==> src/rtl/core/scs_pkg.sv <==
// package for the sparse coordinate store
// shared constants, function codes, payload types and widths; no dependencies
package scs_pkg;
    localparam int ENTRIES_DEF    = 64;
    localparam int COORD_BITS_DEF = 16;
    localparam int VALUE_BITS     = 32;
    localparam int PCT_BITS       = 7;
    localparam int COUNT_BITS     = 7;
    localparam int FUNC_BITS      = 2;

    localparam logic [FUNC_BITS-1:0] FUNC_SET    = 2'd0;
    localparam logic [FUNC_BITS-1:0] FUNC_GET    = 2'd1;
    localparam logic [FUNC_BITS-1:0] FUNC_REMOVE = 2'd2;
    localparam logic [FUNC_BITS-1:0] FUNC_NOP    = 2'd3;

    typedef struct packed {
        logic [FUNC_BITS-1:0]         func;
        logic [COORD_BITS_DEF-1:0]    row;
        logic [COORD_BITS_DEF-1:0]    col;
        logic signed [VALUE_BITS-1:0] value;
    } req_t;

    typedef struct packed {
        logic signed [VALUE_BITS-1:0] read_value;
        logic                         hit;
        logic [COUNT_BITS-1:0]        entry_count;
        logic [PCT_BITS-1:0]          density_pct;
        logic                         full_error;
    } rsp_t;
endpackage

==> src/rtl/core/scs_cell.sv <==
// one storage slot of the cell row, compares the broadcast key against its entry
// depends on scs_pkg
module scs_cell
    import scs_pkg::*;
#(
    parameter int COORD_BITS = COORD_BITS_DEF
) (
    input  logic                         clk,
    input  logic                         rst_n,
    input  logic                         load,
    input  logic [COORD_BITS-1:0]        key_row,
    input  logic [COORD_BITS-1:0]        key_col,
    input  logic                         wr_en,
    input  logic                         clr_en,
    input  logic signed [VALUE_BITS-1:0] wr_value,
    output logic                         valid,
    output logic                         match,
    output logic signed [VALUE_BITS-1:0] value
);
    logic                         valid_reg;
    logic [COORD_BITS-1:0]        row_reg;
    logic [COORD_BITS-1:0]        col_reg;
    logic signed [VALUE_BITS-1:0] value_reg;

    always_ff @(posedge clk or negedge rst_n)
    begin
        if (!rst_n)
        begin
            valid_reg <= 1'b0;
        end
        else if (clr_en)
        begin
            valid_reg <= 1'b0;
        end
        else if (wr_en && load)
        begin
            valid_reg <= 1'b1;
        end
    end

    always_ff @(posedge clk)
    begin
        if (wr_en && load)
        begin
            row_reg <= key_row;
            col_reg <= key_col;
        end
        if (wr_en)
        begin
            value_reg <= wr_value;
        end
    end

    assign valid = valid_reg;
    assign match = valid_reg && (row_reg == key_row) && (col_reg == key_col);
    assign value = value_reg;
endmodule

==> config.mk <==
export PLATFORM = sky130hd
export DESIGN_NAME = scs_cell
export DESIGN_NICKNAME = d
export VERILOG_FILES = /design/src/rtl/core/scs_pkg.sv /design/src/rtl/core/scs_cell.sv
export SDC_FILE = /design/constraint.sdc
export NUM_CORES = 1
export LEC_CHECK = 0
export ABC_AREA = 1
export BUFFER_PORTS_ARGS = -buffer_cell sky130_fd_sc_hd__buf_2
export CORE_MARGIN = 4
export CORE_UTILIZATION = 51
export DETAILED_ROUTE_END_ITERATION = 8
export GPL_TIMING_DRIVEN = 0
export MAX_ROUTING_LAYER = met4
export PLACE_DENSITY_LB_ADDON = 0.15
export SLEW_MARGIN = 25
export SYNTH_ARGS = -nofsm -noshare
export SYNTH_HDL_FRONTEND = slang
export SYNTH_SLANG_ARGS = --single-unit
==> constraint.sdc <==
create_clock -name clk -period 3.5 [get_ports clk]
set_clock_uncertainty 0.2 [all_clocks]
set_input_delay 0.525 -clock clk [delete_from_list [all_inputs] [get_ports clk]]
set_output_delay 0.525 -clock clk [all_outputs]
set_load 0.05 [all_outputs]
Yosys cells after proc, flatten, opt, wreduce, memory -nomap -nowiden
Cells that the tools add are included.

Reductions and logical operators: 4. Equal/unequal tests: 2. Muxes and demuxes: 2.

Operator list (count): $eq 16x16->1 (2); $logic_and 1x1->1 (3); $mux 1 (2); $reduce_bool 2->1 (1).

Input bits: 69. Bits in registers: 65. Word-level logic and storage cells: 12. Output and inout bits: 34.

Depth between registers and ports, before layout
Gate-level depths: netlist of the first run.

Depth in word-level cells: 3. Depth in mapped cells: 8. Depth with buffers taken out: 8.

Least setup slack after synthesis of the first run
OpenSTA, ideal clock, no wires.

Path type: reg-to-output. Start point: register valid_reg, in the netlist valid. End point: output match. Path buffers: 0. Setup slack: 1074 ps. Data arrival time: 1701 ps. Cell stages (with the launch flop): 7. Cell sequence: dfrtp_1 inv_1 nor2_1 nand3_1 nor2_1 nand3_1 nor2_1.

Longest elaborated chain between the ends: 2.

Ends and longest elaborated chain: start, declared (RTL line scs_cell.sv:20) `logic valid_reg;`; start signal, assigned (RTL line scs_cell.sv:29) `valid_reg <= 1'b0;`; start signal, assigned (RTL line scs_cell.sv:33) `valid_reg <= 1'b0;`; start signal, assigned (RTL line scs_cell.sv:37) `valid_reg <= 1'b1;`; $logic_and 1x1->1 (2 in series) (RTL line scs_cell.sv:55) `assign match = valid_reg && (row_reg == key_row) && (col_reg == key_col);`; end, declared (RTL line scs_cell.sv:17) `output logic match,`.

No other way between the ends.

Worst setup path after layout of the first run
Start point: register row_reg[3]. End point: output match.

Longest elaborated chain between the ends: 3.

Ends and longest elaborated chain: start, declared (RTL line scs_cell.sv:21) `logic [COORD_BITS-1:0] row_reg;`; start signal, assigned (RTL line scs_cell.sv:45) `row_reg <= key_row;`; $eq 16x16->1 (RTL line scs_cell.sv:55); $logic_and 1x1->1 (2 in series) (RTL line scs_cell.sv:55).

No other way between the ends.

==> reports/results.txt, run 1 <==
Number of register bits inferred by synthesis - 65
Placement row count - 25
Slew at the pin closest to its max-slew limit - 0.693 ns
Slew Viols, Final - 0
Clock tree root buffer cell - sky130_fd_sc_hd__clkbuf_8
Critical Path, Cell by Cell - nand2_1 -> o21ai_0 -> nor2_1 -> nand2_1 -> nor2_1 -> nand3_1 -> nor2_1 -> buf_2
Num CTS Buffers - 9
Sinks on the clock net - 65
Leading post-synthesis cells by instance count - sky130_fd_sc_hd__edfxtp_1 (64), sky130_fd_sc_hd__nand2_1 (63), sky130_fd_sc_hd__inv_1 (40)
Clk buf depth - 2
Setup repair bufs after CTS - 0
Sequential area share after synthesis - 0.760
Pin count of the biggest net entering global routing - 34
Die area - 6220 sq um
Worst Hold Class - input port to flip-flop
Diode count - 0
Critical Path Fanout Max - 2
Initial core utilization - 0.535
Iteration-0 DRC Markers - 62
Flip-flop and latch area - 1950 sq um
Synth Instances - 210
Overall die height - 78.9 um
Number of unique standard cell types used by synthesis - 15
Fill count - 394
Outcome - completed
Leakage power of the design - 1.58 nW
Portion of the clock cycle consumed by the worst path in the final layout - 0.668
Unrepaired setup endpoints after global routing - no
Number of iterations in the first detailed-routing pass - 4
Final HPWL from detailed placement - 3.49 mm
Endpoint with the worst hold slack - valid
Worst hold slack - 0.135 ns
Primary FF master, synth - sky130_fd_sc_hd__edfxtp_1
Cell taking the most area after synthesis - sky130_fd_sc_hd__edfxtp_1
Hold Fails Final Rpt - 0
Global-route usage over all layers - 0.167
RePlAce Congestion - 0.745
Setup TNS - 0 ns
Slowest Stage Delay on Critical Path - 0.39 ns
Worst reg2reg path depth - 2
Startpoint of the lowest-slack register-to-register path - valid
Drt drc - 0
Ratio of routed vias to standard cells - 4.32
Combined area of the multi-input logic cells - 457 sq um
Residual antenna-violating net count after detailed routing - 0
Top-area cell type share of the netlist area - 0.750
Vias - 1,711
Register-to-register setup slack - 2.67 ns
Ratio of cells with drive above 1 in the final layout - 0.356
Final wirelength - 4.62 mm
Summed instance area of the synthesized netlist - 2560 sq um
Final #Nets - 393
Beginning of the worst hold path - clr_en
Most numerous cell in the Yosys netlist - sky130_fd_sc_hd__edfxtp_1
Clock tree from TritonCTS - yes
Highest attainable clock frequency - 427 MHz
Power Density - 528 nW/um^2
Core ar. - 4790 sq um
Detail-routed net length per standard cell - 11.7 um
Synth Net Count - 279
Setup violators final - 0
Die Span X - 78.9 um
Number of global-route vias before repair - 1,720
H-tree lvl count - 3
Worst Setup End Kind - output port
Data required time of the critical path - 2.77 ns
Max reg flops - 32
First-pass GRT wire length - 7.52 mm
Max stage delay cell, worst path - sky130_fd_sc_hd__edfxtp_1
Number of buffers and inverters on the critical path - 1
I/O Pins - 103
# Max-Cap Violations - 0
Most used cell along the critical path - sky130_fd_sc_hd__nor2_1
Worst endpoint data arrival time - 1.61 ns
Post-synthesis area per instance - 12.2 sq um
Critical Path Source Type - flip-flop
Worst VDD drop - 0.375 mV
Syn. warnings - 0
Number of synthesized flops with an enable pin - 64
CP delay by family, top - simple AND/OR/NAND/NOR gates
Relative slew margins - 0.538
Final critical-path required period - 2.34 ns
Top cells by area, synth - sky130_fd_sc_hd__edfxtp_1 (75%), sky130_fd_sc_hd__nand2_1 (9.2%), sky130_fd_sc_hd__inv_1 (5.9%), sky130_fd_sc_hd__nor2_1 (2.6%), sky130_fd_sc_hd__xnor2_1 (1.4%)
CTS clk-pin slew, worst paths - 0.07 ns
Hold path cells - 2
Share of flip-flops with an asynchronous set or reset - 0.0154
Category of the most critical setup path - flip-flop to output port
Reg-to-Reg End - valid
Area Overhead vs Synth - 30.5%
Number of antenna violations at the first check in global routing - 0
Remaining global-route overflow - 0
PortBufs - 102
Clk Latency, worst-skew pair - 0.33 ns
## cell usage in the layout (no fill, tap or decap), drive strengths merged
cell           n
xor2           3
o211ai         1
buf          102
edfxtp        64
a21oi          1
dlygate4sd3    1
nand2         63
bufinv         1
nor2          18
clkinv         4
xnor2          4
inv           42
o21ai          7
clkbuf        11
dfrtp          1
or2            2
nor3           1
nand3          3
## how the worst max path moves through the flow
stage,from,end,slack [ns],depth (start not counted)
finish,row_reg[3],match,1.16,8
global route,row_reg[3],match,0.92,8
CTS,row_reg[3],match,1.11,8
detailed placement,wr_en,col_reg[15],1.10,3
global placement,wr_en,row_reg[2],0.77,3
floorplan,valid,match,1.07,6
## repair_timing
| item | in CTS | in global routing |
|---|---|---|
| resized for setup | 0 | 0 |
| hold buffers | 1 | 0 |
| setup endpoints to repair | 0 | 0 |
| endpoints found under the hold margin | 1 | 0 |
## power by group
part / total, W / internal (W) / switching (W)
Clock: 0.000574 / 0.000321 / 0.000253
Sequential: 0.000935 / 0.000919 / 0.0000163
Combinational: 0.000255 / 0.0000728 / 0.000182
## worst reg2reg max path: cells and delay by family (launching register included)
kind | cells | cell delay (ns)
buffers and inverters | 1 | 0.08
DFF | 1 | 0.37
AOI/OAI and AO/OA | 1 | 0.07
## cell type report
type / count / share of cell area
well taps: 67 / 0.0251
flip-flops and latches: 65 / 0.582
repair buffers: 103 / 0.156
clock buffers: 11 / 0.0393
inverters: 42 / 0.0472
clock inverters: 5 / 0.0138
multi-input cells: 103 / 0.137
## metal layers
metal | wire length (um) | global-route usage | share of wire | vias up
li1 | - | - | - | 901
met1 | 1900 | 0.188 | 0.41 | 743
met2 | 2270 | 0.271 | 0.49 | 59
met3 | 378 | 0.0578 | 0.082 | 8
met4 | 70 | 0.0722 | 0.015 | 0
met5 | 0 | - | 0 | -
## per-stage QoR
stage / util / power (W) / instances / worst slack (ns) / cell area [sq um]
4_1_cts: 0.699 / 0.00179 / 396 / 1.11 / 3340
3_5_place_dp: 0.659 / 0.00121 / 379 / 1.10 / 3160
6_report: 0.699 / 0.00176 / 396 / 1.16 / 3340
3_3_place_gp: 0.659 / 0.00120 / 379 / 0.774 / 3160
5_1_grt: 0.699 / 0.00185 / 396 / 0.920 / 3340
2_1_floorplan: - / 0.00112 / 210 / 1.07 / 2560
## kinds of logic after synthesis
logic type      count (synthesis)  synth area share
compound gates                  9            0.0186
xor+xnor                        7            0.0239
buf+inv                        42            0.0616
flops                          65             0.760
simple gates                   87             0.136
No activity file was read; power rests on OpenSTA's default activity.
==> run 2: changes to the inputs <==
--- a/config.mk
+++ b/config.mk
@@ -8,7 +8,7 @@
 export ABC_AREA = 1
 export BUFFER_PORTS_ARGS = -buffer_cell sky130_fd_sc_hd__buf_2
 export CORE_MARGIN = 4
-export CORE_UTILIZATION = 51
+export CORE_UTILIZATION = 48
 export DETAILED_ROUTE_END_ITERATION = 8
 export GPL_TIMING_DRIVEN = 0
 export MAX_ROUTING_LAYER = met4
==> constraint.sdc (replaced) <==
create_clock -name clk -period 2.3 [get_ports clk]
set_clock_uncertainty 0.2 [all_clocks]
set_input_delay 0.345 -clock clk [delete_from_list [all_inputs] [get_ports clk]]
set_output_delay 0.345 -clock clk [all_outputs]
set_load 0.05 [all_outputs]
==> reports/results.txt, run 2 (same netlist as run 1, synthesis figures left out) <==
Outcome - completed
Placement row count - 26 (+4.0%)
I/O Pins - 103 (unchanged)
Worst endpoint data arrival time - 1.57 ns (-0.04 ns)
Leading cell type in the layout, fill and taps excluded - sky130_fd_sc_hd__buf_2
Fill count - 392 (-0.51%)
Unrepaired setup endpoints after global routing - no
Clock tree root buffer cell - sky130_fd_sc_hd__clkbuf_8
Ratio of cells with drive above 1 in the final layout - 0.326 (-0.0295)
Area Overhead vs Synth - 47.9%
Clk buf depth - 2 (unchanged)
Number of global-route vias before repair - 1,902 (+11%)
Diode count - 0 (unchanged)
Final critical-path required period - 2.12 ns
Initial core utilization - 0.498 (-0.0369)
Iteration-0 DRC Markers - 61 (-1.6%)
Num CTS Buffers - 9 (unchanged)
Final #Nets - 435 (+11%)
Setup repair bufs after CTS - 0 (unchanged)
Startpoint of the lowest-slack register-to-register path - valid
Global-route usage over all layers - 0.185 (+0.0186)
Remaining global-route overflow - 0 (unchanged)
Final instance area - 3790 sq um (+13%)
CTS clk-pin slew, worst paths - 0.07 ns (about the same)
Final HPWL from detailed placement - 3.60 mm (+3.4%)
Final wirelength - 5.52 mm (+19%)
Critical Path Fanout Max - 2 (unchanged)
Setup TNS - 0 ns (unchanged)
Clk Latency, worst-skew pair - 0.32 ns (about the same)
Worst Hold Class - input port to flip-flop
Highest attainable clock frequency - 472 MHz
Category of the most critical setup path - flip-flop to output port
Sinks on the clock net - 65 (unchanged)
First-pass GRT wire length - 8.63 mm (+15%)
Die area - 6570 sq um (+5.6%)
Portion of the clock cycle consumed by the worst path in the final layout - 0.921
Vias - 1,884 (+10%)
Relative slew margins - 0.544 (+0.00540)
Worst VDD drop - 0.523 mV (+39%)
Max reg flops - 32 (unchanged)
Placed Instances - 382 (+0.79%)
PortBufs - 102 (unchanged)
Clock tree from TritonCTS - yes
Source of the critical timing path - row_reg[8]
Top library cells by usage in the layout, fill and taps aside - sky130_fd_sc_hd__buf_2 (101), sky130_fd_sc_hd__edfxtp_1 (64), sky130_fd_sc_hd__nand2_1 (63), sky130_fd_sc_hd__dlygate4sd3_1 (43), sky130_fd_sc_hd__inv_1 (39)
# Max-Cap Violations - 0 (unchanged)
Finished Layout Cells - 441 (+11%)
Setup violators final - 0 (unchanged)
Power Density - 743 nW/um^2 (+41%)
RePlAce Congestion - 0.721 (-3.1%)
Worst Setup End Kind - output port
Leakage power of the design - 1.76 nW (+11%)
Slew at the pin closest to its max-slew limit - 0.684 ns (-0.00910 ns)
Slew Viols, Final - 0 (unchanged)
Data required time of the critical path - 1.75 ns (-1.02 ns)
Core ar. - 5140 sq um (+7.4%)
Beginning of the worst hold path - key_row[12]
H-tree lvl count - 3 (unchanged)
Placement-stage worst setup slack - 0.0537 ns (-1.05 ns)
Final Util - 0.737 (+0.0383)
Hold Fails Final Rpt - 0 (unchanged)
Residual antenna-violating net count after detailed routing - 0 (unchanged)
Setup slack after layout - 0.182 ns (-0.979 ns)
Die Span X - 81.0 um (+2.8%)
Overall die height - 81.0 um (+2.8%)
Number of antenna violations at the first check in global routing - 0 (unchanged)
Ratio of routed vias to standard cells - 4.27 (-1.1%)
Detail-routed net length per standard cell - 12.5 um (+7.2%)
Pin count of the biggest net entering global routing - 34 (unchanged)
Critical Path Source Type - flip-flop
Post-Place Cell Area - 3160 sq um (+0.12%)
Drt drc - 0 (unchanged)
Number of iterations in the first detailed-routing pass - 4 (unchanged)
run 2: cell count changes in the layout (fill, tap and decap cells not counted), sizes merged:
| cell | previous run | this run |
|---|---|---|
| clkbuf | 11 | 9 |
| clkinvlp | 0 | 2 |
| dlygate4sd3 | 1 | 43 |
run 2: critical path, stage by stage (launching register included):
cell,delay (ns)
sky130_fd_sc_hd__edfxtp_1,0.39
sky130_fd_sc_hd__nand2_1,0.09
sky130_fd_sc_hd__nand2_1,0.05
sky130_fd_sc_hd__nor2_1,0.11
sky130_fd_sc_hd__nand2_1,0.08
sky130_fd_sc_hd__nor2_1,0.11
sky130_fd_sc_hd__nand3_1,0.11
sky130_fd_sc_hd__nor2_1,0.11
sky130_fd_sc_hd__buf_4,0.21
run 2: per-layer routing:
| layer | global-route usage | vias up | part of all wire |
|---|---|---|---|
| met2 | 0.316 | 59 | 0.52 |
| met1 | 0.203 | 835 | 0.40 |
| met3 | 0.0455 | 6 | 0.064 |
| li1 | - | 984 | - |
| met4 | 0.0878 | 0 | 0.011 |
| met5 | - | - | 0 |
run 2: final timing paths:
check                      slack [ns]     endpoint  cells past startpoint
max                              0.18        match                      8
min                              0.01  row_reg[12]                      1
max reg2reg                      1.45        valid                      2
min reg2reg                      0.37        valid                      2
max in group asynchronous        1.71        valid                      2
min in group asynchronous        0.11        valid                      2
run 2: power breakdown:
part           internal [W]  switching, W  leakage, nW
combinational      0.000157      0.000290         1.04
sequential          0.00140     0.0000266        0.627
clock              0.000498      0.000445       0.0929
run 2: repair_timing:
action                                  in CTS  in global routing
endpoints found under the setup margin       0                  1
hold buffers                                43                  0
gates resized for setup                      0                  2
hold endpoints to repair                    43                  0
run 2: final cells by class:
class,instances,area [sq um],area share
Clock inverter,7,71.3,0.0188
Sequential cell,65,1950,0.514
Multi-Input combinational cell,103,457,0.121
Clock buffer,9,124,0.0327
Timing Repair Buffer,145,943,0.249
Tap cell,70,87.6,0.0231
Inverter,42,158,0.0416
run 2: stage by stage:
step / total power (W) / hold slack [ns]
CTS: 0.00283 / 0.000856
global placement: 0.00183 / -0.0794
global route: 0.00293 / 0.00613
finish: 0.00281 / 0.0142
floorplan: 0.00170 / -0.151
detailed placement: 0.00184 / -0.0791
