[src/rtl/core/scs_pkg.sv]
// package for the sparse coordinate store
// shared constants, function codes, payload types and widths; no dependencies
package scs_pkg;
    localparam int ENTRIES_DEF    = 64;
    localparam int COORD_BITS_DEF = 16;
    localparam int VALUE_BITS     = 32;
    localparam int PCT_BITS       = 7;
    localparam int COUNT_BITS     = 7;
    localparam int FUNC_BITS      = 2;

    localparam logic [FUNC_BITS-1:0] FUNC_SET    = 2'd0;
    localparam logic [FUNC_BITS-1:0] FUNC_GET    = 2'd1;
    localparam logic [FUNC_BITS-1:0] FUNC_REMOVE = 2'd2;
    localparam logic [FUNC_BITS-1:0] FUNC_NOP    = 2'd3;

    typedef struct packed {
        logic [FUNC_BITS-1:0]         func;
        logic [COORD_BITS_DEF-1:0]    row;
        logic [COORD_BITS_DEF-1:0]    col;
        logic signed [VALUE_BITS-1:0] value;
    } req_t;

    typedef struct packed {
        logic signed [VALUE_BITS-1:0] read_value;
        logic                         hit;
        logic [COUNT_BITS-1:0]        entry_count;
        logic [PCT_BITS-1:0]          density_pct;
        logic                         full_error;
    } rsp_t;
endpackage

[src/rtl/core/scs_div.sv]
// restoring divider for the density percentage, one quotient bit a cycle
// depends on scs_pkg
module scs_div
    import scs_pkg::*;
#(
    parameter int NUM_BITS = 20,
    parameter int DEN_BITS = 34
) (
    input  logic                clk,
    input  logic                rst_n,
    input  logic                start,
    input  logic [NUM_BITS-1:0] num,
    input  logic [DEN_BITS-1:0] den,
    output logic                done,
    output logic [PCT_BITS-1:0] pct
);
    localparam int CNT_BITS = $clog2(NUM_BITS + 1);
    localparam int REM_BITS = DEN_BITS + 1;

    logic [NUM_BITS-1:0] quo_reg;
    logic [REM_BITS-1:0] rem_reg;
    logic [DEN_BITS-1:0] den_reg;
    logic [CNT_BITS-1:0] cnt_reg;
    logic                busy_reg;
    logic                done_reg;
    logic [REM_BITS-1:0] trial;

    assign trial = {rem_reg[REM_BITS-2:0], quo_reg[NUM_BITS-1]};

    always_ff @(posedge clk or negedge rst_n)
    begin
        if (!rst_n)
        begin
            busy_reg <= 1'b0;
            cnt_reg  <= '0;
            done_reg <= 1'b0;
        end
        else
        begin
            done_reg <= 1'b0;
            if (start)
            begin
                busy_reg <= 1'b1;
                cnt_reg  <= CNT_BITS'(NUM_BITS);
            end
            else if (busy_reg)
            begin
                cnt_reg <= cnt_reg - 1'b1;
                if (cnt_reg == CNT_BITS'(1))
                begin
                    busy_reg <= 1'b0;
                    done_reg <= 1'b1;
                end
            end
        end
    end

    always_ff @(posedge clk)
    begin
        if (start)
        begin
            quo_reg <= num;
            rem_reg <= '0;
            den_reg <= den;
        end
        else if (busy_reg)
        begin
            if (trial >= {1'b0, den_reg})
            begin
                rem_reg <= trial - {1'b0, den_reg};
                quo_reg <= {quo_reg[NUM_BITS-2:0], 1'b1};
            end
            else
            begin
                rem_reg <= trial;
                quo_reg <= {quo_reg[NUM_BITS-2:0], 1'b0};
            end
        end
    end

    assign done = done_reg;
    assign pct = (quo_reg > NUM_BITS'(100)) ? PCT_BITS'(100) : quo_reg[PCT_BITS-1:0];
endmodule
[config.mk]
export PLATFORM = sky130hd
export DESIGN_NAME = scs_div
export DESIGN_NICKNAME = d
export VERILOG_FILES = /design/src/rtl/core/scs_pkg.sv /design/src/rtl/core/scs_div.sv
export SDC_FILE = /design/constraint.sdc
export NUM_CORES = 1
export LEC_CHECK = 0
export CAP_MARGIN = 15
export CORE_ASPECT_RATIO = 1.75
export CORE_MARGIN = 1
export CORE_UTILIZATION = 40
export CTS_CLUSTER_DIAMETER = 40
export CTS_CLUSTER_SIZE = 8
export DETAILED_ROUTE_END_ITERATION = 7
export DONT_BUFFER_PORTS = 1
export GPL_ROUTABILITY_DRIVEN = 0
export GPL_TIMING_DRIVEN = 0
export PLACE_DENSITY = 0.51
export SLEW_MARGIN = 20
export SYNTH_ARGS = -nofsm -noshare
export SYNTH_HDL_FRONTEND = slang
export SYNTH_SLANG_ARGS = --single-unit
[constraint.sdc]
create_clock -name clk -period 7.2 [get_ports clk]
set_input_delay 0.36 -clock clk [delete_from_list [all_inputs] [get_ports clk]]
set_output_delay 0.36 -clock clk [all_outputs]
set_load 0.01 [all_outputs]
Yosys cells after proc, flatten, opt, wreduce, memory -nomap -nowiden
Index checks and enable logic that the tools add are counted.
{"block": "word_totals", "regBits": 95, "input_bits": 57, "word_cells": 25}
{"block": "op_classes", "n_addsub": 2, "n_lt_le_gt_ge": 2, "eq_ne": 1, "mux": 13, "n_reduce_logical": 1}
{"cell": "2-to-1 mux 20 bit", "count": 2}
{"cell": "greater-or-equal comparator 35 x 34 -> 1 bit", "count": 1}
{"cell": "2-to-1 mux 34 bit", "count": 1}
{"cell": "subtractor 34 bit", "count": 1}
{"cell": "> comparator 20 x 7 -> 1 bit (second input constant)", "count": 1}
{"cell": "2-to-1 mux 5 bit", "count": 2}
{"cell": "2-to-1 mux 1 bit", "count": 7}
{"cell": "2-to-1 mux 7 bit", "count": 1}
{"cell": "== test 5 x 1 -> 1 bit (second input constant)", "count": 1}
{"cell": "subtractor 5 x 1 -> 5 bit (second input constant)", "count": 1}
{"cell": "nonzero test 2 bit", "count": 1}

Logic depth before layout (Yosys ltp)
Gate-level depths: netlist of run 1.
{"block": "logic_depth", "ltp_word": 4, "mapped_depth": 13, "mapped_depth_nobuf": 13}

Least setup slack after synthesis of run 1
OpenSTA, ideal clock, no wires.
{"block": "synth_path", "path_kind": "reg-to-reg", "startpoint": "reg den_reg[4]", "endpoint": "reg quo_reg[0] (data pin)", "setup_time_ns": 0.260, "arrival_time_ns": 2.368, "required_time_ns": 6.940, "slack_ns": 4.572, "path_stages_with_launch": 12, "period_less_slack_ns": 2.628, "cell_sequence": "edfxtp_1 -> inv_1 -> ha_1 -> a211o_1 -> a21oi_1 -> a21oi_2 -> o21ai_1 -> nor3b_2 -> o221a_4 -> o31ai_4 -> buf_2 -> mux2_2"}
{"block": "synth_between", "elab_chain_cells": 4}
{"element": "from (decl)", "line": "scs_div.sv:22", "rtl": "logic [DEN_BITS-1:0] den_reg;"}
{"element": "from (signal assigned)", "line": "scs_div.sv:64", "rtl": "den_reg <= den;"}
{"element": "greater-or-equal comparator 35 x 34 -> 1 bit", "line": "scs_div.sv:68", "rtl": "if (trial >= {1'b0, den_reg})"}
{"element": "2-to-1 mux 1 bit", "line": "scs_div.sv:68"}
{"element": "2-to-1 mux 20 bit", "line": "scs_div.sv:66", "rtl": "else if (busy_reg)"}
{"element": "2-to-1 mux 20 bit", "line": "scs_div.sv:60", "rtl": "if (start)"}
{"element": "to (signal assigned)", "line": "scs_div.sv:62", "rtl": "quo_reg <= num;"}
{"element": "to (signal assigned)", "line": "scs_div.sv:71", "rtl": "quo_reg <= {quo_reg[NUM_BITS-2:0], 1'b1};"}
{"element": "to (signal assigned)", "line": "scs_div.sv:76", "rtl": "quo_reg <= {quo_reg[NUM_BITS-2:0], 1'b0};"}
{"element": "to (decl)", "line": "scs_div.sv:20", "rtl": "logic [NUM_BITS-1:0] quo_reg;"}
Every way passes these cells. The select of a mux whose other input is x is not followed.
A chain may end at the register's enable or synchronous reset.

Worst setup path after layout of run 1
{"block": "layout_path", "startpoint": "reg quo_reg[19]", "endpoint": "reg rem_reg[32]"}
{"block": "layout_between", "elab_chain_cells": 2}
{"element": "subtractor 34 bit / greater-or-equal comparator 35 x 34 -> 1 bit (equally long branches)", "line": "scs_div.sv:70, scs_div.sv:68"}
{"element": "2-to-1 mux 34 bit (*)", "line": "scs_div.sv:68"}
{"element": "to (signal assigned)", "line": "scs_div.sv:70", "rtl": "rem_reg <= trial - {1'b0, den_reg};"}
{"element": "to (signal assigned)", "line": "scs_div.sv:75", "rtl": "rem_reg <= trial;"}
{"element": "to (decl)", "line": "scs_div.sv:21", "rtl": "logic [REM_BITS-1:0] rem_reg;"}
Every way passes the cells marked *; elsewhere a longest branch is shown, timed or not.

==> results of run 1 <==
## how the worst min path moves through the flow
stage,cells after the start,end,slack [ns]
global placement,0,done,0.06
finish,0,den_reg[2],0.1
global route,0,den_reg[6],0.08
floorplan,0,busy_reg,0.06
CTS,0,den_reg[3],0.09
detailed placement,0,done,0.06
## power breakdown
part / switching, mW / internal, mW / leakage (nW)
clock: 0.242 / 0.247 / 0.148
combinational: 0.483 / 0.345 / 1.43
sequential: 0.0785 / 0.682 / 0.902
## cells by family (layout without fill, tap and decap cells)
family                   count (synthesis)  in the layout  synth area share (%)
AND/OR/NAND/NOR                        176            176                  14.2
XOR/XNOR                                35             35                  5.54
AO/OA/AOI/OAI                          135            135                  17.6
adder cells (fa/ha/maj)                 37             37                  8.50
buffers and inverters                   66             83                  4.70
flip-flops                              95             95                  44.7
multiplexers                            23             23                  4.70
## routing by layer
| metal | GRT usage, % | up-vias | part of all wire [%] | wire length [um] |
|---|---|---|---|---|
| met1 | 19.8 | 2039 | 39 | 5180 |
| li1 | - | 2071 | - | - |
| met3 | 3.51 | 18 | 3.3 | 435 |
| met5 | 0 | - | 0 | 0 |
| met2 | 39.3 | 80 | 56 | 7410 |
| met4 | 6.88 | 0 | 1.8 | 239 |
## cell usage after synthesis (5+ instances only)
library cell	number	area share, %
a211oi_1	6	0.81
a21oi_1	30	2.7
nand2b_1	6	0.68
mux2_2	20	4.1
xnor2_1	22	3.5
a32oi_1	5	0.79
nand2_1	79	5.4
clkbuf_1	12	0.81
nand3_1	7	0.63
dfrtp_1	7	3.2
a311oi_1	26	4.1
o21ai_0	24	2.2
ha_1	36	8.1
inv_1	45	3.1
a21o_1	14	1.9
dfxtp_1	34	12
and2_1	7	0.79
xor2_1	13	2.1
edfxtp_1	54	29
nor2_1	49	3.3
## stage by stage
stage	cells	utilization [%]	cell area [um2]	total power, mW
2_1_floorplan	567	-	5540	1.40
3_3_place_gp	741	42.8	5760	1.59
3_5_place_dp	741	42.8	5760	1.60
4_1_cts	758	45.1	6060	2.09
5_1_grt	758	45.1	6060	2.22
6_report	758	45.1	6060	2.08
## cell usage in the layout (no fill, tap or decap), drive strengths merged, types with 14 or more instances in the layout
cell,synthesis,final
dfxtp,34,34
clkbuf,12,21
nor2,49,49
mux2,21,21
a21o,14,14
inv,45,50
xnor2,22,22
ha,36,36
o21ai,25,25
a311oi,26,26
edfxtp,54,54
a21oi,31,31
nand2,79,79
## cell type report
cell class                      instances  area (um2)
Buffer                                 21        91.3
Fill cell                            1368        7390
Inverter                               45         169
Multi-Input combinational cell        406        2800
Tap cell                              174         218
Clock inverter                          7        73.8
Sequential cell                        95        2480
Timing Repair Buffer                    1        10.0
Clock buffer                            9         225
==> impl_metrics.env, run 1 <==
export IMPL_netlist_instances=567
export IMPL_ys_flop_type="edfxtp_1"
export IMPL_setup_slack_ns=4.09
export IMPL_vdd_drop_max_mv=0.140
export IMPL_cp_depth=13
export IMPL_wl_per_cell_um=17.5
export IMPL_grt_util_all_layers_pct=19.6
export IMPL_ctsHoldBuffers=1
export IMPL_die_area_um2=14300
export IMPL_worstHoldPathType="input pin to register"
export IMPL_path_max_fanout=6
export IMPL_vias_per_cell=5.55
export IMPL_worstPathRequired_ns=7.43
export IMPL_startpoint="quo_reg[19]"
export IMPL_pin_count=65
export IMPL_cp_top_family="compound AO/OA/AOI/OAI gates"
export IMPL_worst_pin_slew_ns=0.747
export IMPL_start_kind="register"
export IMPL_min_period_ns=3.11
export IMPL_rsz0062_at_grt="false"
export IMPL_crit_path_end_kind="register"
export IMPL_max_stage_delay_ns=0.42
export IMPL_drc=0
export IMPL_finalSetupViolations=0
export IMPL_worst_path_buf_inv=2
export IMPL_maxSlewViolCount=0
export IMPL_routed_wl_mm=13.3
export IMPL_cts_tree="built"
export IMPL_portBuffers=0
export IMPL_crit_end="rem_reg[32]"
export IMPL_dr_pass1_iters=4
export IMPL_ys_warn_count=0
export IMPL_postSynthAreaPerCell_um2=9.77
export IMPL_cp_slowest_cell="fa_1"
export IMPL_fin_tns_setup_ns=0
export IMPL_numCtsBuffers=9
export IMPL_num_vias=4208
export IMPL_async_flop_share_pct=7.37
export IMPL_fin_nets=673
export IMPL_fin_skew_ns=0.00693
export IMPL_worst_hold_slack_ns=0.0991
export IMPL_cts_root_buf="clkbuf_16"
export IMPL_synth_nets=661
export IMPL_relSlewSlack_pct=50.1
export IMPL_overflow=0
export IMPL_cp_cell_sequence="inv_1 > ha_1 > inv_1 > fa_1 > a211oi_1 > nor4_1 > o2111ai_1 > nand3_1 > o2111ai_1 > a31oi_1 > xor2_1 > mux2i_1 > o21ai_0"
export IMPL_ctsResizeCount=0
export IMPL_n_antenna_cell=0
export IMPL_synth_edff_count=54
export IMPL_hpwl_mm=10.1
export IMPL_h_tree_depth=3
export IMPL_status="finished clean"
export IMPL_r2r_end="rem_reg[32]"
export IMPL_leakage_nw=2.48
export IMPL_die_h_um=158
export IMPL_detail_route_antenna_nets=0
export IMPL_synthToLayoutAreaGrowth_pct=9.51
export IMPL_die_w_um=90.9
export IMPL_clk_latency_ns=0.35
export IMPL_critical_path_arrival_ns=3.34
export IMPL_fmax_ghz=0.322
export IMPL_numClockSinks=95
export IMPL_core_um2=13500
export IMPL_grt_pass1_wl_mm=21.9
export IMPL_ys_ff_latch=95
export IMPL_path_class="register to register"
export IMPL_grt_max_degree=37
export IMPL_drive_gt1_share_pct=9.42
export IMPL_power_density_nw_per_um2=343
export IMPL_reg2reg_slack_ns=4.09
export IMPL_grt_pass1_vias=4426
export IMPL_place_ws_ns=4.08
export IMPL_drtIter0Drc=176
export IMPL_hold_viol=0
export IMPL_max_cap_violations=0
export IMPL_start_util_pct=41.2
export IMPL_antenna_found_initial=0
export IMPL_yosysUniqueCellTypes=60
export IMPL_worstReg2RegStart="quo_reg[19]"
export IMPL_ys_seq_area_share_pct=44.7
export IMPL_synth_cell_area_um2=5540
export IMPL_rows=56
export IMPL_cts_buffer_depth=2
export IMPL_rr_worst_depth=13
export IMPL_cts_setup_buffers=0
export IMPL_period_share_pct=43.2
export IMPL_clk_pin_slew_ns=0.08
export IMPL_hp_start="den[2]"
Power figures use the tool's default switching activity.
==> inputs of run 2 (changes only) <==
--- a/config.mk
+++ b/config.mk
@@ -5,6 +5,7 @@
 export SDC_FILE = /design/constraint.sdc
 export NUM_CORES = 1
 export LEC_CHECK = 0
+export ABC_AREA = 1
 export CAP_MARGIN = 15
 export CORE_ASPECT_RATIO = 1.75
 export CORE_MARGIN = 1
@@ -15,7 +16,7 @@
 export DONT_BUFFER_PORTS = 1
 export GPL_ROUTABILITY_DRIVEN = 0
 export GPL_TIMING_DRIVEN = 0
-export PLACE_DENSITY = 0.51
+export PLACE_DENSITY = 0.53
 export SLEW_MARGIN = 20
 export SYNTH_ARGS = -nofsm -noshare
 export SYNTH_HDL_FRONTEND = slang
==> constraint.sdc (replaced) <==
create_clock -name clk -period 2.7 [get_ports clk]
set_input_delay 0.135 -clock clk [delete_from_list [all_inputs] [get_ports clk]]
set_output_delay 0.135 -clock clk [all_outputs]
set_load 0.01 [all_outputs]
==> run 2 against run 1 <==
Synthesized area up 22%. Hold slack lost 0.093 ns. Clock power increased to 2.7 times the previous value. First-iteration DRC count decreased by 1.1%. Sequential cell count unchanged. Global-route usage up 3.1 points. Sequential power grew to 2.7 times the previous value. Critical endpoint is now rem_reg[30].
==> impl_metrics.env, run 2 <==
export IMPL_rows=62
export IMPL_cts_tree="built"
export IMPL_critical_path_arrival_ns=2.74
export IMPL_synth_top_area_share_pct=24.0
export IMPL_period_share_pct=92.1
export IMPL_max_cap_violations=0
export IMPL_fin_nets=1126
export IMPL_clk_latency_ns=0.35
export IMPL_drive_gt1_share_pct=8.20
export IMPL_num_vias=6018
export IMPL_synthToLayoutAreaGrowth_pct=17.2
export IMPL_fin_skew_ns=0.00684
export IMPL_cts_buffer_depth=2
export IMPL_path_class="register to register"
export IMPL_overflow=0
export IMPL_drtIter0Drc=174
export IMPL_h_tree_depth=3
export IMPL_synth_edff_count=54
export IMPL_die_area_um2=17500
export IMPL_pin_count=65
export IMPL_routed_wl_mm=18.6
export IMPL_finalSetupViolations=0
export IMPL_start_util_pct=41.1
export IMPL_wl_per_cell_um=14.8
export IMPL_antenna_found_initial=0
export IMPL_numCtsBuffers=9
export IMPL_grt_util_all_layers_pct=22.6
export IMPL_grt_pass1_vias=6134
export IMPL_maxSlewViolCount=0
export IMPL_grt_pass1_wl_mm=29.6
export IMPL_hpwl_mm=14.9
export IMPL_synth_nets=1060
export IMPL_worstHoldPathType="input pin to register"
export IMPL_postSynthAreaPerCell_um2=7.00
export IMPL_yosys_top_cells_count="305 x nand2_1, 194 x inv_1, 79 x nand3_1, 63 x nor2_1, 54 x edfxtp_1"
export IMPL_worst_pin_slew_ns=1.07
export IMPL_layout_common_cells="304 x nand2_1, 194 x inv_1, 79 x nand3_1"
export IMPL_fin_tns_setup_ns=0
export IMPL_netlist_instances=966
export IMPL_rr_worst_depth=16
export IMPL_yosysMostFrequentCell="nand2_1"
export IMPL_fmax_ghz=0.402
export IMPL_grt_max_degree=35
export IMPL_vias_per_cell=4.77
export IMPL_numClockSinks=95
export IMPL_path_max_fanout=4
export IMPL_yosysUniqueCellTypes=41
export IMPL_portBuffers=0
export IMPL_layout_commonest_cell="nand2_1"
export IMPL_crit_path_end_kind="register"
export IMPL_vdd_drop_max_mv=0.422
export IMPL_min_period_ns=2.49
export IMPL_synth_area_leaders="edfxtp_1 24%, nand2_1 17%, inv_1 11%"
export IMPL_dr_pass1_iters=6
export IMPL_ys_flop_type="edfxtp_1"
export IMPL_ys_seq_area_share_pct=36.6
export IMPL_die_h_um=174
export IMPL_relSlewSlack_pct=28.3
export IMPL_synth_cell_area_um2=6760
export IMPL_ys_ff_latch=95
export IMPL_clk_pin_slew_ns=0.07
export IMPL_drc=0
export IMPL_die_w_um=100
export IMPL_post_dp_cell_area_um2=7070
export IMPL_worstPathRequired_ns=2.95
export IMPL_ys_warn_count=0
export IMPL_n_antenna_cell=0
export IMPL_design_area_um2=7930
export IMPL_core_um2=16400
export IMPL_cts_root_buf="clkbuf_16"
export IMPL_leakage_nw=4.05
export IMPL_rsz0062_at_grt="false"
export IMPL_min_path_cells=2
export IMPL_hold_viol=0
export IMPL_async_flop_share_pct=7.37
export IMPL_detail_route_antenna_nets=0
export IMPL_status="finished clean"
export IMPL_start_kind="register"
export IMPL_synth_area_leader_cell="edfxtp_1"
export IMPL_power_density_nw_per_um2=954
run 2: logic make-up after synthesis:
logic type	synth area share [%]
AOI/OAI and AO/OA	5.64
xor gates and xnor gates	2.33
adders and majority gates	6.96
buffers and inverters	13.3
DFF	36.6
and+or+nand+nor	35.2
run 2: stage by stage:
step / worst slack (ns) / total power, mW / hold WS [ns] / util [%] / std cells
2_1_floorplan: 0.704 / 5.24 / -0.161 / - / 966
3_3_place_gp: 0.0948 / 6.18 / -0.160 / 42.8 / 1190
3_5_place_dp: 0.0799 / 6.20 / -0.160 / 43.0 / 1191
4_1_cts: 0.0549 / 7.65 / 0.00312 / 48.2 / 1261
5_1_grt: 0.0139 / 8.23 / 0.0136 / 48.2 / 1261
6_report: 0.215 / 7.57 / 0.00596 / 48.2 / 1261
run 2: power breakdown:
part           leakage (nW)  internal, mW  switching, mW
clock                 0.153         0.773          0.567
sequential            0.915          1.85          0.174
combinational          2.98          1.58           2.62
run 2: metal layers:
metal	wire length [um]	GRT usage, %	part of all wire, %	vias to the layer above
li1	-	-	-	3136
met1	6530	20.0	35	2732
met2	10700	46.2	58	105
met3	415	2.85	2.2	45
met4	965	13.2	5.2	0
met5	0	0	0	-
run 2: area by class of cell:
type	count	area (um2)
buffer	20	149
clock buffer	12	256
clock inverter	4	52.6
fill	1786	8520
inverter	199	749
multi-input combinational	652	3390
sequential	95	2480
tap	224	280
timing repair buffer	55	571
run 2: repair_timing:
item | 4_1_cts | 5_1_grt
resized for setup | 0 | 2
buffers inserted | 0 | 0
hold buffers | 54 | 0
endpoints found under the setup margin | 0 | 3
endpoints found under the hold margin | 93 | 0
run 2: worst max-delay path: stages (launching register included):
cell      delay, ns
edfxtp_1       0.38
inv_1          0.14
ha_1           0.21
inv_1          0.09
fa_2           0.40
nand2_1        0.09
nand2_1        0.14
nand2_1        0.10
nand2_1        0.15
nand2_1        0.10
nand2_1        0.12
nand2_2        0.15
nand2_1        0.07
nand2_1        0.07
nand3_2        0.07
nand3_1        0.07
nand2_1        0.05
run 2: path summary, 6_finish.rpt:
| kind | from | endpoint | slack, ns |
|---|---|---|---|
| min in group asynchronous | rst_n | busy_reg | 0.12 |
| worst min-delay path | num[18] | quo_reg[18] | 0.006 |
| worst max-delay path | quo_reg[19] | rem_reg[30] | 0.21 |
| worst max register to register | quo_reg[19] | rem_reg[30] | 0.21 |
| max in group asynchronous | rst_n | done | 2.33 |
| worst min register to register | rem_reg[31] | rem_reg[31] | 0.47 |
==> inputs of run 3 (changes only) <==
--- a/config.mk
+++ b/config.mk
@@ -9,14 +9,14 @@
 export CAP_MARGIN = 15
 export CORE_ASPECT_RATIO = 1.75
 export CORE_MARGIN = 1
-export CORE_UTILIZATION = 40
+export CORE_UTILIZATION = 59
 export CTS_CLUSTER_DIAMETER = 40
 export CTS_CLUSTER_SIZE = 8
 export DETAILED_ROUTE_END_ITERATION = 7
 export DONT_BUFFER_PORTS = 1
 export GPL_ROUTABILITY_DRIVEN = 0
 export GPL_TIMING_DRIVEN = 0
-export PLACE_DENSITY = 0.53
+export PLACE_DENSITY = 0.75
 export SLEW_MARGIN = 20
 export SYNTH_ARGS = -nofsm -noshare
 export SYNTH_HDL_FRONTEND = slang
==> run 3 against run 2 <==
Power shrank 0.11%. Clock skew grew 0.0013 ns. Final cell count shrank 7.4%. Register-to-register slack lost 0.03 ns. Critical endpoint unchanged. Largest cell class unchanged.
==> impl_metrics.env, run 3 (same netlist as run 2, synthesis figures left out) <==
export IMPL_fin_nets=1125
export IMPL_setup_slack_ns=0.186
export IMPL_num_vias=6213
export IMPL_drtIter0Drc=295
export IMPL_numClockSinks=95
export IMPL_fin_skew_ns=0.00812
export IMPL_grt_util_all_layers_pct=30.3
export IMPL_antenna_found_initial=0
export IMPL_crit_path_end_kind="register"
export IMPL_layout_common_cells="305 x nand2_1, 194 x inv_1, 79 x nand3_1"
export IMPL_vdd_drop_max_mv=0.547
export IMPL_leakage_nw=4.03
export IMPL_wl_per_cell_um=15.0
export IMPL_path_class="register to register"
export IMPL_die_w_um=82.9
export IMPL_n_antenna_cell=0
export IMPL_cts_tree="built"
export IMPL_min_period_ns=2.51
export IMPL_status="finished clean"
export IMPL_cp_cell_sequence="inv_1 > ha_1 > inv_1 > fa_1 > nand2_1 > nand2_1 > nand2_1 > nand2_1 > nand2_1 > nand2_1 > nand2_1 > nand2_1 > nand2_1 > nand3_2 > nand3_1 > nand2_1"
export IMPL_cp_common_cell="nand2_1"
export IMPL_final_cells=1168
export IMPL_r2r_end="rem_reg[30]"
export IMPL_path_max_fanout=4
export IMPL_pin_count=65
export IMPL_overflow=0
export IMPL_finish_utilization_pct=69.7
export IMPL_cts_setup_buffers=0
export IMPL_grt_max_degree=35
export IMPL_reg2reg_slack_ns=0.19
export IMPL_fmax_ghz=0.398
export IMPL_worstReg2RegStart="quo_reg[19]"
export IMPL_design_area_um2=7780
export IMPL_drive_gt1_share_pct=7.92
export IMPL_h_tree_depth=3
export IMPL_numCtsBuffers=9
export IMPL_synthToLayoutAreaGrowth_pct=15.1
export IMPL_hp_start="num[14]"
export IMPL_hold_end="quo_reg[14]"
export IMPL_die_h_um=144
export IMPL_finalSetupViolations=0
export IMPL_critical_path_arrival_ns=2.77
export IMPL_rr_worst_depth=16
export IMPL_die_area_um2=11900
export IMPL_fin_tns_setup_ns=0
export IMPL_vias_per_cell=5.32
export IMPL_maxSlewViolCount=0
export IMPL_worstHoldPathType="input pin to register"
export IMPL_detail_route_antenna_nets=0
export IMPL_worst_hold_slack_ns=0.0374
export IMPL_relSlewSlack_pct=36.0
export IMPL_routed_wl_mm=17.5
export IMPL_layout_commonest_cell="nand2_1"
export IMPL_min_path_cells=2
export IMPL_rsz0062_at_grt="false"
export IMPL_rows=51
export IMPL_drc=0
export IMPL_worst_pin_slew_ns=0.956
export IMPL_start_kind="register"
export IMPL_core_um2=11200
export IMPL_worstPathRequired_ns=2.95
export IMPL_hpwl_mm=13.1
export IMPL_power_density_nw_per_um2=971
export IMPL_clk_latency_ns=0.36
export IMPL_hold_viol=0
export IMPL_max_stage_delay_ns=0.47
export IMPL_place_ws_ns=0.192
export IMPL_fillers=959
export IMPL_grt_pass1_vias=6364
export IMPL_clk_pin_slew_ns=0.07
export IMPL_placed_cells=1098
export IMPL_start_util_pct=60.6
export IMPL_post_dp_cell_area_um2=6930
export IMPL_max_cap_violations=0
export IMPL_cts_buffer_depth=2
export IMPL_period_share_pct=93.1
export IMPL_cp_slowest_cell="fa_1"
export IMPL_dr_pass1_iters=5
export IMPL_portBuffers=0
export IMPL_cts_root_buf="clkbuf_16"
export IMPL_grt_pass1_wl_mm=28.0
export IMPL_fin_total_pwr_mw=7.56
## run 3: worst max-delay path: cells and delay by family (launching register included)
family | cells | cell delay [ns]
flip-flops | 1 | 0.36
AND/OR/NAND/NOR | 12 | 1.17
adder cells (fa/ha/maj) | 2 | 0.67
buffers and inverters | 2 | 0.22
## run 3: repair_timing
item	in CTS	in global routing
hold buffers	54	0
hold endpoints to repair	93	0
gates resized for setup	0	0
## run 3: how the worst max path moves through the flow
stage                     start          end  slack [ns]  cells past startpoint
floorplan           quo_reg[19]  rem_reg[10]        0.70                     14
global placement    quo_reg[19]  rem_reg[30]        0.21                     16
detailed placement  quo_reg[19]  rem_reg[30]        0.19                     16
CTS                 quo_reg[19]  rem_reg[30]        0.19                     16
global route        quo_reg[19]  rem_reg[30]        0.03                     16
finish              quo_reg[19]  rem_reg[30]        0.19                     16
## run 3: metal layers
metal  vias up  wire, um  global-route usage, %
met5         -         0                      0
li1       3129         -                      -
met3        70       553                   4.60
met1      2843      6340                   27.5
met2       171      9570                   60.0
met4         0      1070                   21.3
## run 3: layout make-up
class / count / area (um2) / area share (%)
Inverter: 199 / 749 / 9.63
Clock buffer: 11 / 243 / 3.12
Clock inverter: 5 / 61.3 / 0.788
Tap cell: 132 / 165 / 2.12
Multi-Input combinational cell: 652 / 3390 / 43.5
Sequential cell: 95 / 2480 / 31.8
Buffer: 20 / 149 / 1.91
Timing Repair Buffer: 54 / 551 / 7.07
## run 3: power by group
| part | switching (mW) | total [mW] | leakage, nW | internal, mW |
|---|---|---|---|---|
| sequential | 0.181 | 2.03 | 0.915 | 1.85 |
| clock | 0.596 | 1.35 | 0.147 | 0.752 |
| combinational | 2.60 | 4.18 | 2.97 | 1.58 |
